`src/rtl/sgmpa_pkg.sv`:
```
// Shared types and constants of the SGM path cost aggregation unit.
package sgmpa_pkg;

  // Default disparity range of the cost stores
  localparam int MAX_DISPARITIES_DEF = 64;

  // Field widths fixed by the interface
  localparam int COST_W     = 8;
  localparam int GRAY_W     = 8;
  localparam int IDX_OUT_W  = 6;
  localparam int DCOUNT_W   = 7;
  localparam int CFG_IDX_W  = 2;
  localparam int CFG_DATA_W = 8;

  // Cost of a missing neighbour at either end of the disparity range
  localparam logic [COST_W-1:0] EDGE_COST = 8'd255;

  // Configuration register indexes
  localparam logic [CFG_IDX_W-1:0] CFG_PENALTY_SMALL      = 2'd0;
  localparam logic [CFG_IDX_W-1:0] CFG_PENALTY_LARGE_BASE = 2'd1;
  localparam logic [CFG_IDX_W-1:0] CFG_DISPARITY_COUNT    = 2'd2;
  localparam logic [CFG_IDX_W-1:0] CFG_P2_MODE            = 2'd3;

  // Reset values of the configuration registers
  localparam logic [COST_W-1:0]   PENALTY_SMALL_RST      = 8'd10;
  localparam logic [COST_W-1:0]   PENALTY_LARGE_BASE_RST = 8'd150;
  localparam logic [DCOUNT_W-1:0] DISPARITY_COUNT_RST    = 7'd64;

  // One matching cost item
  typedef struct packed {
    logic [COST_W-1:0] match_cost;
    logic [GRAY_W-1:0] pixel_gray;
    logic              path_start;
  } cost_item_t;

  // One aggregated path cost item
  typedef struct packed {
    logic [COST_W-1:0]    path_cost;
    logic [IDX_OUT_W-1:0] disparity_index;
    logic                 pixel_last;
  } path_item_t;

endpackage

```
`src/rtl/sgm_path_cost_aggregation_unit.sv`:
```
// Top level of the SGM path cost aggregation unit.
//
// Aggregates semi-global matching costs along one path: one matching cost per
// transfer, disparities of a pixel in ascending order, pixel after pixel. Each
// input transfer gives exactly one path cost transfer. Within a pixel the unit
// takes one disparity per cycle while the output is not stalled; the first
// disparity of every pixel waits while a bit-serial divider works out the large
// penalty P2 from the gray step. The previous and current pixel costs live in
// one RAM of two banks, each MAX_DISPARITIES entries rounded up to a power of
// two; the banks swap on the last disparity of each pixel, and a three entry
// window over the previous pixel's costs is kept filled by prefetching one
// entry ahead. Results are held in a registered output stage.
module sgm_path_cost_aggregation_unit #(
  parameter int MAX_DISPARITIES = sgmpa_pkg::MAX_DISPARITIES_DEF
) (
  input  logic                             clk,
  input  logic                             rst,
  // configuration write port
  input  logic                             cfg_wr_en,
  input  logic [sgmpa_pkg::CFG_IDX_W-1:0]  cfg_index,
  input  logic [sgmpa_pkg::CFG_DATA_W-1:0] cfg_data,
  // matching cost channel
  input  logic                             cost_valid,
  output logic                             cost_stall,
  input  sgmpa_pkg::cost_item_t            cost_item,
  // path cost channel
  output logic                             path_valid,
  input  logic                             path_stall,
  output sgmpa_pkg::path_item_t            path_item
);

  import sgmpa_pkg::*;

  localparam int DISP_W = $clog2(MAX_DISPARITIES);
  localparam int ADDR_W = DISP_W + 1;
  localparam int CNT_W  = (DISP_W + 1 > DCOUNT_W) ? DISP_W + 1 : DCOUNT_W;
  localparam int DIV_STEPS = COST_W;
  localparam int STEP_W = $clog2(DIV_STEPS);
  localparam logic [CNT_W-1:0] MAX_CNT = CNT_W'(MAX_DISPARITIES);

  typedef enum logic {ST_RUN, ST_DIV} state_t;

  // configuration registers
  logic [COST_W-1:0]   penalty_small;
  logic [COST_W-1:0]   penalty_large_base;
  logic [DCOUNT_W-1:0] disparity_count;
  logic                p2_mode;

  // control and per-pixel state
  state_t              state;
  logic [STEP_W-1:0]   div_cnt;
  logic [DISP_W-1:0]   disp_cnt;
  logic                cur_bank;
  logic                in_first_pixel;
  logic [COST_W-1:0]   previous_minimum;
  logic [COST_W-1:0]   current_minimum;
  logic [GRAY_W-1:0]   previous_gray;
  logic [COST_W-1:0]   large_penalty_now;

  // divider
  logic [COST_W-1:0]   div_q;
  logic [COST_W-1:0]   div_rem;
  logic [COST_W:0]     div_den;
  logic [COST_W:0]     div_trial;
  logic                div_ge;
  logic [COST_W-1:0]   div_q_next;
  logic [COST_W-1:0]   div_rem_next;

  // processing stage
  logic                s1_valid;
  logic [COST_W-1:0]   s1_cost;
  logic [DISP_W-1:0]   s1_d;
  logic                s1_last;
  logic [COST_W-1:0]   win_lo;
  logic [COST_W-1:0]   win_mid;

  // RAM ports
  logic                ram_wr_en;
  logic [ADDR_W-1:0]   ram_wr_addr;
  logic                ram_rd_en;
  logic [ADDR_W-1:0]   ram_rd_addr;
  logic [COST_W-1:0]   ram_rd_data;

  // combinational helpers
  logic [CNT_W-1:0]    count_use;
  logic                last_now;
  logic                s1_move;
  logic                accept;
  logic [GRAY_W-1:0]   gray_step;
  logic [COST_W:0]     den_now;
  logic [COST_W:0]     edge_term;
  logic [COST_W:0]     lower_term;
  logic [COST_W:0]     upper_term;
  logic [COST_W:0]     same_term;
  logic [COST_W:0]     jump_term;
  logic [COST_W:0]     best_a;
  logic [COST_W:0]     best_b;
  logic [COST_W:0]     best;
  logic [COST_W-1:0]   result;
  logic [COST_W-1:0]   min_next;

  // Take configuration writes
  always_ff @(posedge clk) begin
    if (rst) begin
      penalty_small      <= PENALTY_SMALL_RST;
      penalty_large_base <= PENALTY_LARGE_BASE_RST;
      disparity_count    <= DISPARITY_COUNT_RST;
      p2_mode            <= 1'b0;
    end else if (cfg_wr_en) begin
      case (cfg_index)
        CFG_PENALTY_SMALL:      penalty_small      <= cfg_data;
        CFG_PENALTY_LARGE_BASE: penalty_large_base <= cfg_data;
        CFG_DISPARITY_COUNT:    disparity_count    <= cfg_data[DCOUNT_W-1:0];
        CFG_P2_MODE:            p2_mode            <= cfg_data[0];
        default: ;
      endcase
    end
  end

  // Clamp the disparity count and flag the pixel's last disparity
  always_comb begin
    if (disparity_count == '0) begin
      count_use = CNT_W'(1);
    end else if (CNT_W'(disparity_count) > MAX_CNT) begin
      count_use = MAX_CNT;
    end else begin
      count_use = CNT_W'(disparity_count);
    end
    last_now = (CNT_W'(disp_cnt) + CNT_W'(1)) >= count_use;
  end

  // Handshake: the stage moves when the output register is free or drained
  assign s1_move    = s1_valid && (!path_valid || !path_stall);
  assign cost_stall = !((state == ST_RUN) && (!s1_valid || s1_move));
  assign accept     = cost_valid && !cost_stall;

  // Gray step and divisor for P2
  always_comb begin
    gray_step = (cost_item.pixel_gray > previous_gray) ?
                cost_item.pixel_gray - previous_gray :
                previous_gray - cost_item.pixel_gray;
    if (!p2_mode) begin
      den_now = {1'b0, gray_step} + (COST_W+1)'(1);
    end else if (gray_step == '0) begin
      den_now = (COST_W+1)'(1);
    end else begin
      den_now = {1'b0, gray_step};
    end
  end

  // One restoring division step
  always_comb begin
    div_trial    = {div_rem, div_q[COST_W-1]};
    div_ge       = div_trial >= div_den;
    div_rem_next = div_ge ? COST_W'(div_trial - div_den) : div_trial[COST_W-1:0];
    div_q_next   = {div_q[COST_W-2:0], div_ge};
  end

  // Four candidate terms and their minimum
  always_comb begin
    edge_term  = {1'b0, EDGE_COST} + {1'b0, penalty_small};
    same_term  = {1'b0, win_mid};
    lower_term = (s1_d == '0) ? edge_term : {1'b0, win_lo} + {1'b0, penalty_small};
    upper_term = s1_last ? edge_term : {1'b0, ram_rd_data} + {1'b0, penalty_small};
    jump_term  = {1'b0, previous_minimum} + {1'b0, large_penalty_now};
    best_a     = (same_term < lower_term) ? same_term : lower_term;
    best_b     = (upper_term < jump_term) ? upper_term : jump_term;
    best       = (best_a < best_b) ? best_a : best_b;
    if (in_first_pixel) begin
      result = s1_cost;
    end else begin
      result = s1_cost + best[COST_W-1:0] - previous_minimum;
    end
    min_next = (result < current_minimum) ? result : current_minimum;
  end

  // Write the current cost; prefetch the previous pixel's costs one ahead
  always_comb begin
    ram_wr_en   = s1_move;
    ram_wr_addr = {cur_bank, s1_d};
    ram_rd_en   = 1'b0;
    ram_rd_addr = {!cur_bank, DISP_W'(disp_cnt + DISP_W'(1))};
    if (state == ST_DIV) begin
      if (div_cnt == STEP_W'(0)) begin
        ram_rd_en   = 1'b1;
        ram_rd_addr = {!cur_bank, DISP_W'(0)};
      end else if (div_cnt == STEP_W'(1)) begin
        ram_rd_en   = 1'b1;
        ram_rd_addr = {!cur_bank, DISP_W'(1)};
      end
    end else if (accept && disp_cnt != '0) begin
      ram_rd_en = 1'b1;
    end
  end

  sgmpa_ram #(
    .WIDTH (COST_W),
    .DEPTH (1 << ADDR_W)
  ) u_cost_ram (
    .clk     (clk),
    .wr_en   (ram_wr_en),
    .wr_addr (ram_wr_addr),
    .wr_data (result),
    .rd_en   (ram_rd_en),
    .rd_addr (ram_rd_addr),
    .rd_data (ram_rd_data)
  );

  // Sequencer, processing stage and output register
  always_ff @(posedge clk) begin
    if (rst) begin
      state             <= ST_RUN;
      div_cnt           <= '0;
      disp_cnt          <= '0;
      cur_bank          <= 1'b0;
      in_first_pixel    <= 1'b1;
      previous_minimum  <= EDGE_COST;
      current_minimum   <= EDGE_COST;
      previous_gray     <= '0;
      large_penalty_now <= '0;
      s1_valid          <= 1'b0;
      path_valid        <= 1'b0;
    end else begin
      // process the held cost and hand it to the output register;
      // drop the output once transferred
      if (s1_move) begin
        path_valid                <= 1'b1;
        path_item.path_cost       <= result;
        path_item.disparity_index <= IDX_OUT_W'(s1_d);
        path_item.pixel_last      <= s1_last;
        win_lo                    <= win_mid;
        win_mid                   <= ram_rd_data;
        if (s1_last) begin
          previous_minimum <= min_next;
          current_minimum  <= EDGE_COST;
          cur_bank         <= !cur_bank;
        end else begin
          current_minimum <= min_next;
        end
      end else if (!path_stall) begin
        path_valid <= 1'b0;
      end

      // accept a new cost, or empty the stage once it has moved
      if (accept) begin
        s1_cost  <= cost_item.match_cost;
        s1_d     <= disp_cnt;
        s1_last  <= last_now;
        disp_cnt <= last_now ? '0 : disp_cnt + DISP_W'(1);
        if (disp_cnt == '0) begin
          state          <= ST_DIV;
          div_cnt        <= '0;
          div_q          <= penalty_large_base;
          div_rem        <= '0;
          div_den        <= den_now;
          previous_gray  <= cost_item.pixel_gray;
          in_first_pixel <= cost_item.path_start;
          s1_valid       <= 1'b0;
        end else begin
          s1_valid <= 1'b1;
        end
      end else if (s1_move) begin
        s1_valid <= 1'b0;
      end

      // advance the divider and fill the window for disparity zero
      if (state == ST_DIV) begin
        div_q   <= div_q_next;
        div_rem <= div_rem_next;
        div_cnt <= div_cnt + STEP_W'(1);
        if (div_cnt == STEP_W'(1)) begin
          win_mid <= ram_rd_data;
        end
        if (div_cnt == STEP_W'(DIV_STEPS - 1)) begin
          large_penalty_now <= div_q_next;
          s1_valid          <= 1'b1;
          state             <= ST_RUN;
        end
      end
    end
  end

`ifndef NO_ASSERTIONS
  // No costs are taken while the divider runs
  a_stall_in_div: assert property (@(posedge clk) disable iff (rst)
    (state == ST_DIV) |-> cost_stall)
    else $error("cost accepted during P2 division");

  // The stage never holds a cost while the divider runs
  a_div_exclusive: assert property (@(posedge clk) disable iff (rst)
    (state == ST_DIV) |-> !s1_valid)
    else $error("stage valid during P2 division");

  // The first disparity of a pixel starts the divider
  a_first_starts_div: assert property (@(posedge clk) disable iff (rst)
    (accept && disp_cnt == '0) |=> (state == ST_DIV) && (div_cnt == '0))
    else $error("first disparity did not start the divider");

  // The counter wraps after the last disparity
  a_counter_wrap: assert property (@(posedge clk) disable iff (rst)
    (accept && last_now) |=> (disp_cnt == '0))
    else $error("disparity counter did not wrap");
`endif

endmodule

```
`src/rtl/sgmpa_ram.sv`:
```
// Generic simple dual-port RAM with one write port and a registered read port.
module sgmpa_ram #(
  parameter int WIDTH = 8,
  parameter int DEPTH = 128
) (
  input  logic                     clk,
  input  logic                     wr_en,
  input  logic [$clog2(DEPTH)-1:0] wr_addr,
  input  logic [WIDTH-1:0]         wr_data,
  input  logic                     rd_en,
  input  logic [$clog2(DEPTH)-1:0] rd_addr,
  output logic [WIDTH-1:0]         rd_data
);

  logic [WIDTH-1:0] mem [DEPTH];

  // Write and registered read
  always_ff @(posedge clk) begin
    if (wr_en) begin
      mem[wr_addr] <= wr_data;
    end
    if (rd_en) begin
      rd_data <= mem[rd_addr];
    end
  end

endmodule
```
`config.mk`:
```
export PLATFORM = sky130hd
export DESIGN_NAME = sgm_path_cost_aggregation_unit
export DESIGN_NICKNAME = d
export VERILOG_FILES = /design/src/rtl/sgmpa_pkg.sv /design/src/rtl/sgm_path_cost_aggregation_unit.sv /design/src/rtl/sgmpa_ram.sv
export SDC_FILE = /design/constraint.sdc
export NUM_CORES = 2
export LEC_CHECK = 0
export ABC_AREA = 1
export BUFFER_PORTS_ARGS = -buffer_cell sky130_fd_sc_hd__buf_2
export CORE_MARGIN = 2
export CORE_UTILIZATION = 60
export CTS_CLUSTER_SIZE = 14
export DETAILED_ROUTE_END_ITERATION = 6
export MAX_ROUTING_LAYER = met4
export PLACE_DENSITY = 0.76
export SLEW_MARGIN = 25
export SYNTH_ARGS = -nofsm -noshare
export SYNTH_HDL_FRONTEND = slang
export SYNTH_HIERARCHICAL = 1
export SYNTH_SLANG_ARGS = --single-unit
```
`constraint.sdc`:
```
create_clock -name clk -period 17.8 [get_ports clk]
set_clock_uncertainty 0.1 [all_clocks]
set_input_delay 0.89 -clock clk [delete_from_list [all_inputs] [get_ports clk]]
set_output_delay 0.89 -clock clk [all_outputs]
set_load 0.05 [all_outputs]
```
Yosys cells after proc, flatten, opt, wreduce, memory -nomap -nowiden
Memory sizes are Yosys's and may differ from the RTL's. A register that Yosys moved wholly into a read port is not among the register bits.
Index checks and enable logic that the tools add are counted.
Widths: inputs -> output; s select.
{ "totals": {"ff_bits": 141, "ramBits": 1024, "output_inout_bits": 17, "mem_count": 1} }
{ "op_classes": {"n_addsub": 13, "magnitude_cmp": 8, "eq_ne": 6, "n_mux": 47, "n_bitwise": 2, "reduce_logical": 32} }
{ "mem_list": {"columns": ["name", "words", "word_bits", "rd", "rd_ports_with_merged_regs", "write_ports", "line", "text"], "rows": [
  ["u_cost_ram.mem", 128, 8, 1, 1, 1, "sgmpa_ram.sv:15", "logic [WIDTH-1:0] mem [DEPTH];"]
]} }
{ "op_table": {"columns": ["op", "count"], "rows": [
  ["$mux 8", 16],
  ["$mux 9", 5],
  ["$sub 8x8->8", 4],
  ["$add 8x8->9", 3],
  ["$mux 6", 4],
  ["$reduce_and 2->1", 10],
  ["$lt 9x9->1", 2],
  ["$mux 1", 17],
  ["$mux 7", 2],
  ["$logic_not 6->1", 2],
  ["$add 8x1->9 const B", 1],
  ["$add 8x8->9 const A", 1],
  ["$ge 9x9->1", 1],
  ["$lt 8x9->1", 1],
  ["$mux 3", 3],
  ["$add 8x8->8", 1],
  ["$gt 8x8->1", 1],
  ["$logic_not 8->1", 1],
  ["$lt 8x8->1", 1],
  ["$add 6x1->7 const B", 1],
  ["$ge 7x7->1", 1],
  ["$gt 7x7->1 const B", 1],
  ["$logic_not 7->1", 1],
  ["$add 6x1->6 const B", 1],
  ["other kinds (15)", 27]
]} }

Logic depth before layout (Yosys ltp)
{ "logic_depth": {"ltp_word": 12, "depth_mapped": 54, "mapped_depth_nobuf": 53} }

Hierarchy
The synthesis kept the hierarchy.
{ "modules_own_cells": {"columns": ["mod", "instances", "cells_each", "area_each_um2", "seq_area_each_um2"], "rows": [
  ["sgmpa_ram", 1, 3575, 42184.2, 30989.7],
  ["sgm_path_cost_aggregation_unit", 1, 1160, 9397.8, 3533.4]
]} }

Worst setup path before layout
Ideal clock, no wire load.
{ "synth_path": {"path_kind": "register -> register", "startpoint": "register penalty_small[0]", "endpoint": "register current_minimum[1]", "setup_ns": 0.096, "arrival_time_ns": 12.155, "slack_ns": 5.449, "stages_incl_launch_ff": 42, "n_path_buf": 2, "period_less_slack_ns": 12.351, "cell_sequence": "dfxtp_1 > ha_1 > inv_1 > fa_1 > nand3b_1 > nand2_1 > a31oi_1 > or2_2 > nand3_1 > nand2_1 > ha_1 > a21oi_1 > nor2_1 > nor2_1 > nand2_1 > nand2_1 > clkbuf_1 > o21ai_0 > [6 not listed] > nand2_1 > o21ai_0 > fa_1 > inv_1 > fa_1 > inv_1 > o21ai_0 > ha_1 > nand2_1 > inv_1 > o211ai_1 > nand2_1 > nand4_1 > nand2_1 > buf_2 > nand2_1 > o21ai_1 > o21ai_0"} }
{ "synth_between": {"elab_chain_len": 12} }
{ "synth_lines": {"columns": ["element", "line", "text"], "rows": [
  ["start: declaration", "sgm_path_cost_aggregation_unit.sv:44", "logic [COST_W-1:0] penalty_small;"],
  ["start signal: assignment", "sgm_path_cost_aggregation_unit.sv:111", "CFG_PENALTY_SMALL: penalty_small <= cfg_data;"],
  ["$add 8x8->9 (on tied branches)", "sgm_path_cost_aggregation_unit.sv:163, sgm_path_cost_aggregation_unit.sv:161, sgm_path_cost_aggregation_unit.sv:164", null],
  ["$mux 9 (on tied branches)", "sgm_path_cost_aggregation_unit.sv:163, sgm_path_cost_aggregation_unit.sv:164", null],
  ["$lt 8x9->1 / $lt 9x9->1 (equally long branches)", "sgm_path_cost_aggregation_unit.sv:166, sgm_path_cost_aggregation_unit.sv:167", null],
  ["$mux 9 (on tied branches)", "sgm_path_cost_aggregation_unit.sv:166, sgm_path_cost_aggregation_unit.sv:167", null],
  ["$lt 9x9->1", "sgm_path_cost_aggregation_unit.sv:168", "best = (best_a < best_b) ? best_a : best_b;"],
  ["$mux 8 *", "sgm_path_cost_aggregation_unit.sv:168", null],
  ["$add 8x8->8 *", "sgm_path_cost_aggregation_unit.sv:172", "result = s1_cost + best[COST_W-1:0] - previous_minimum;"],
  ["$sub 8x8->8 *", "sgm_path_cost_aggregation_unit.sv:172", null],
  ["$mux 8 *", "sgm_path_cost_aggregation_unit.sv:169", "if (in_first_pixel) begin"],
  ["net result[1]", "sgm_path_cost_aggregation_unit.sv:99", "logic [COST_W-1:0] result;"],
  ["$lt 8x8->1", "sgm_path_cost_aggregation_unit.sv:174", "min_next = (result < current_minimum) ? result : current_minimum;"],
  ["$mux 8 *", "sgm_path_cost_aggregation_unit.sv:174", null],
  ["$mux 8 *", "sgm_path_cost_aggregation_unit.sv:233", "if (s1_last) begin"],
  ["end signal: assignment", "sgm_path_cost_aggregation_unit.sv:238", "current_minimum <= min_next;"],
  ["end: declaration", "sgm_path_cost_aggregation_unit.sv:56", "logic [COST_W-1:0] current_minimum;"]
]} }
The timed path passes the listed nets; every way through them passes the cells marked *.
A chain may end at the register's enable or synchronous reset.

Final worst setup path
{ "layout_path": {"startpoint": "register penalty_small[0]", "endpoint": "register current_minimum[6]"} }
{ "layout_between": {"elab_chain_len": 12} }
{ "layout_lines": {"columns": ["element", "line"], "rows": [
  ["$add 8x8->9 (on tied branches)", "sgm_path_cost_aggregation_unit.sv:163, sgm_path_cost_aggregation_unit.sv:161, sgm_path_cost_aggregation_unit.sv:164"],
  ["$mux 9 (on tied branches)", "sgm_path_cost_aggregation_unit.sv:163, sgm_path_cost_aggregation_unit.sv:164"],
  ["$lt 8x9->1 / $lt 9x9->1 (equally long branches)", "sgm_path_cost_aggregation_unit.sv:166, sgm_path_cost_aggregation_unit.sv:167"],
  ["$mux 9 (on tied branches)", "sgm_path_cost_aggregation_unit.sv:166, sgm_path_cost_aggregation_unit.sv:167"],
  ["$lt 9x9->1", "sgm_path_cost_aggregation_unit.sv:168"],
  ["$mux 8 *", "sgm_path_cost_aggregation_unit.sv:168"],
  ["$add 8x8->8 *", "sgm_path_cost_aggregation_unit.sv:172"],
  ["$sub 8x8->8 *", "sgm_path_cost_aggregation_unit.sv:172"],
  ["$mux 8 *", "sgm_path_cost_aggregation_unit.sv:169"],
  ["net result[7]", "sgm_path_cost_aggregation_unit.sv:99"],
  ["$lt 8x8->1 *", "sgm_path_cost_aggregation_unit.sv:174"],
  ["$mux 8 *", "sgm_path_cost_aggregation_unit.sv:174"],
  ["$mux 8 *", "sgm_path_cost_aggregation_unit.sv:233"]
]} }
Marked as above.

==> impl_metrics.toml <==
[placed_design]
placed_area_um2 = 52280
portBuffers = 48
dp.cells = 5715
hpwl_um = 74100
place_congestion = 0.9429

[power_and_ir_drop]
ir_drop_v = 0.0001146
power_uw = 6716
p_per_area_nw_per_um2 = 120.4
leakagePower_uw = 0.02063

[cts]
htreeDepth = 3
cts_tree = "done"
clk_path_buf_depth = 3
clk_latency_ps = 690
cts_root_buffer = "clkbuf_16"
cts_setup_buffers = 0
cts_num_sinks = 1173
clk_pin_slew_ps = 60
cts_resized = 0
hold_buffers = 0
numCtsBuffers = 113

[worst_setup_path]
required_ps = 18240
path_delay_family = "simple AND/OR/NAND/NOR gates"
worstSetupPathType = "reg -> reg"
critPathLaunchType = "register"
critPathMaxFanout = 63
cp.arrival_ps = 9620
max_stage_delay_ps = 490
crit_path_end_kind = "register"
crit_buf_inv = 4
critical-path-slowest-cell = "ha_1"
crit_top_cell = "nand2_1"

[timing]
setup_tns_ps = 0
finalSetupViolCount = 0
min_period_ps = 9174
hold_violations = 0
tightest_slew_ps = 1092
max_freq_mhz = 109.0
layout_worst_path_cycle_share = 0.5154
slew_violations = 0
max_slew_margin = 0.2711
rsz0062_at_grt = "false"

[layout]
top_regs = "u_cost_ram/mem: 1024 flops, path_item: 15 flops, div_den: 9 flops"
layout_commonest_cell = "nand2_1"
drive_gt1_frac = 0.06280
final_cells = 5922
fillers = 6361
largest_register_ffs = 1024
postLayoutCellArea_um2 = 55760
area_growth_pct = 8.097
layout_common_cells = "nand2_1, edfxtp_1, nand3_1"
regMostFlops = "u_cost_ram/mem"
finalNetCount = 4833

[die]
start_util = 0.6058
die_area_um2 = 88330
pin_count = 49
die_w_um = 297.2
core_um2 = 85150
rows = 107
dieHeight_um = 297.2

[logic_synthesis]
synth-seq-area-share = 0.6693
synth_cell_types = 59
syn_area_per_cell_um2 = 10.89
synthCells = 4735
netlist_area_um2 = 51580
synth_warnings = 6
synth_fp_nets = 4882
ys_seq_elements = 1173

[route]
vias_per_cell = 5.980
dr.pass1.iters = 7
ant_nets = 0
post_drt_wl_per_cell_um = 21.36
vias = 35410
drc = 1
drt-initial-drc-count = 4715
routed_wl_um = 126500

[global_routing]
grt_pass1_wl_um = 193800
overflow = 0
grt_max_degree = 263
grt_usage = 0.2915
grt_pass1_vias = 33550
antenna_found_initial = 0

[status]
violations = "DRC"
outcome = "finished with violations"

[job]
max_cap_viol_count = 0

[hold_path]
hold_path_class = "in -> reg"
worst paths after layout:
| kind | start | end | slack [ps] | depth (start not counted) |
|---|---|---|---|---|
| max reg2reg | penalty_small[0] | current_minimum[6] | 8630 | 47 |
| max | penalty_small[0] | current_minimum[6] | 8630 | 47 |
| min | cost_item[14] | s1_cost[5] | 290 | 1 |
| min reg2reg | penalty_large_base[1] | penalty_large_base[1] | 360 | 2 |
power breakdown:
part           internal [µW]  switching, µW  total (µW)  leakage, µW
clock network           1260            998        2260      0.00169
registers               3200           23.2        3220       0.0105
logic                    315            917        1230      0.00842
layer usage:
metal  GRT usage  vias up  part of all wire
met1      0.4001    17040              0.40
met4     0.09957        0             0.033
met3     0.04543      289             0.096
met5           -        -                 0
met2      0.4490     1710              0.47
li1            -    16380                 -
metrics by stage:
stage               setup slack (ps)  hold slack (ps)    util
floorplan                       5449            329.2       -
global placement                8930            340.6  0.6140
detailed placement              8681            344.3  0.6140
CTS                             8644            243.9  0.6547
global route                    7774            254.0  0.6548
finish                          8626            285.7  0.6549
layout make-up:
type | count | area (µm²) | share of cell area
Timing Repair Buffer | 89 | 596.8 | 0.01070
Sequential cell | 1173 | 34520 | 0.6192
Tap cell | 1144 | 1431 | 0.02567
Antenna cell | 1 | 2.502 | 0.00004488
Clock inverter | 64 | 495.5 | 0.008886
Clock buffer | 142 | 2968 | 0.05323
Inverter | 193 | 764.5 | 0.01371
Multi-Input combinational cell | 3116 | 14980 | 0.2686
synthesized netlist by cell type (all sizes together):
| master | instances | area [µm²] |
|---|---|---|
| conb | 1 | 3.750 |
| o21a | 7 | 52.55 |
| o221a | 1 | 11.26 |
| o31a | 1 | 8.760 |
| a211oi | 2 | 20.02 |
| o221ai | 2 | 23.77 |
| o21ba | 1 | 10.01 |
| nor4 | 1 | 6.260 |
| nand2 | 1432 | 5388 |
| o21bai | 3 | 22.52 |
| nand3b | 5 | 50.05 |
| a22oi | 1 | 7.510 |
| clkinv | 4 | 15.01 |
| nor2 | 224 | 843.3 |
| a21o | 4 | 30.03 |
| and3 | 3 | 18.77 |
| a21oi | 107 | 543.0 |
| clkbuf | 51 | 191.4 |
| xor2 | 29 | 269.0 |
| a31o | 1 | 8.760 |
| o311ai | 1 | 8.760 |
| ha | 102 | 1276 |
| o22ai | 3 | 18.77 |
| nand3 | 983 | 4930 |
| dfxtp | 70 | 1401 |
| o31ai | 1 | 7.510 |
| nand4 | 9 | 56.30 |
| and2 | 4 | 25.02 |
| nor3 | 16 | 85.08 |
| edfxtp | 1103 | 33120 |
| or2 | 7 | 43.79 |
| fa | 13 | 260.3 |
| xnor2 | 9 | 78.83 |
| a21boi | 2 | 15.01 |
| o21ai | 127 | 646.9 |
| buf | 202 | 1234 |
| o211ai | 3 | 22.52 |
| inv | 189 | 719.4 |
| a31oi | 3 | 18.77 |
| mux2 | 7 | 78.83 |
| mux2i | 1 | 10.01 |
cells by family (layout without fill, tap and decap cells):
group / count (synthesis) / after routing / synth area share
AND/OR/NAND/NOR: 2684 / 2684 / 0.2219
flip-flops: 1173 / 1173 / 0.6693
buffers and inverters: 446 / 488 / 0.04187
AO/OA/AOI/OAI: 270 / 270 / 0.02862
adder cells (fa/ha/maj): 115 / 115 / 0.02979
XOR/XNOR: 38 / 38 / 0.006743
multiplexers: 8 / 8 / 0.001722
other: 1 / 2 / 0.00007270
Note: power is estimated with default switching activity, not from simulation.
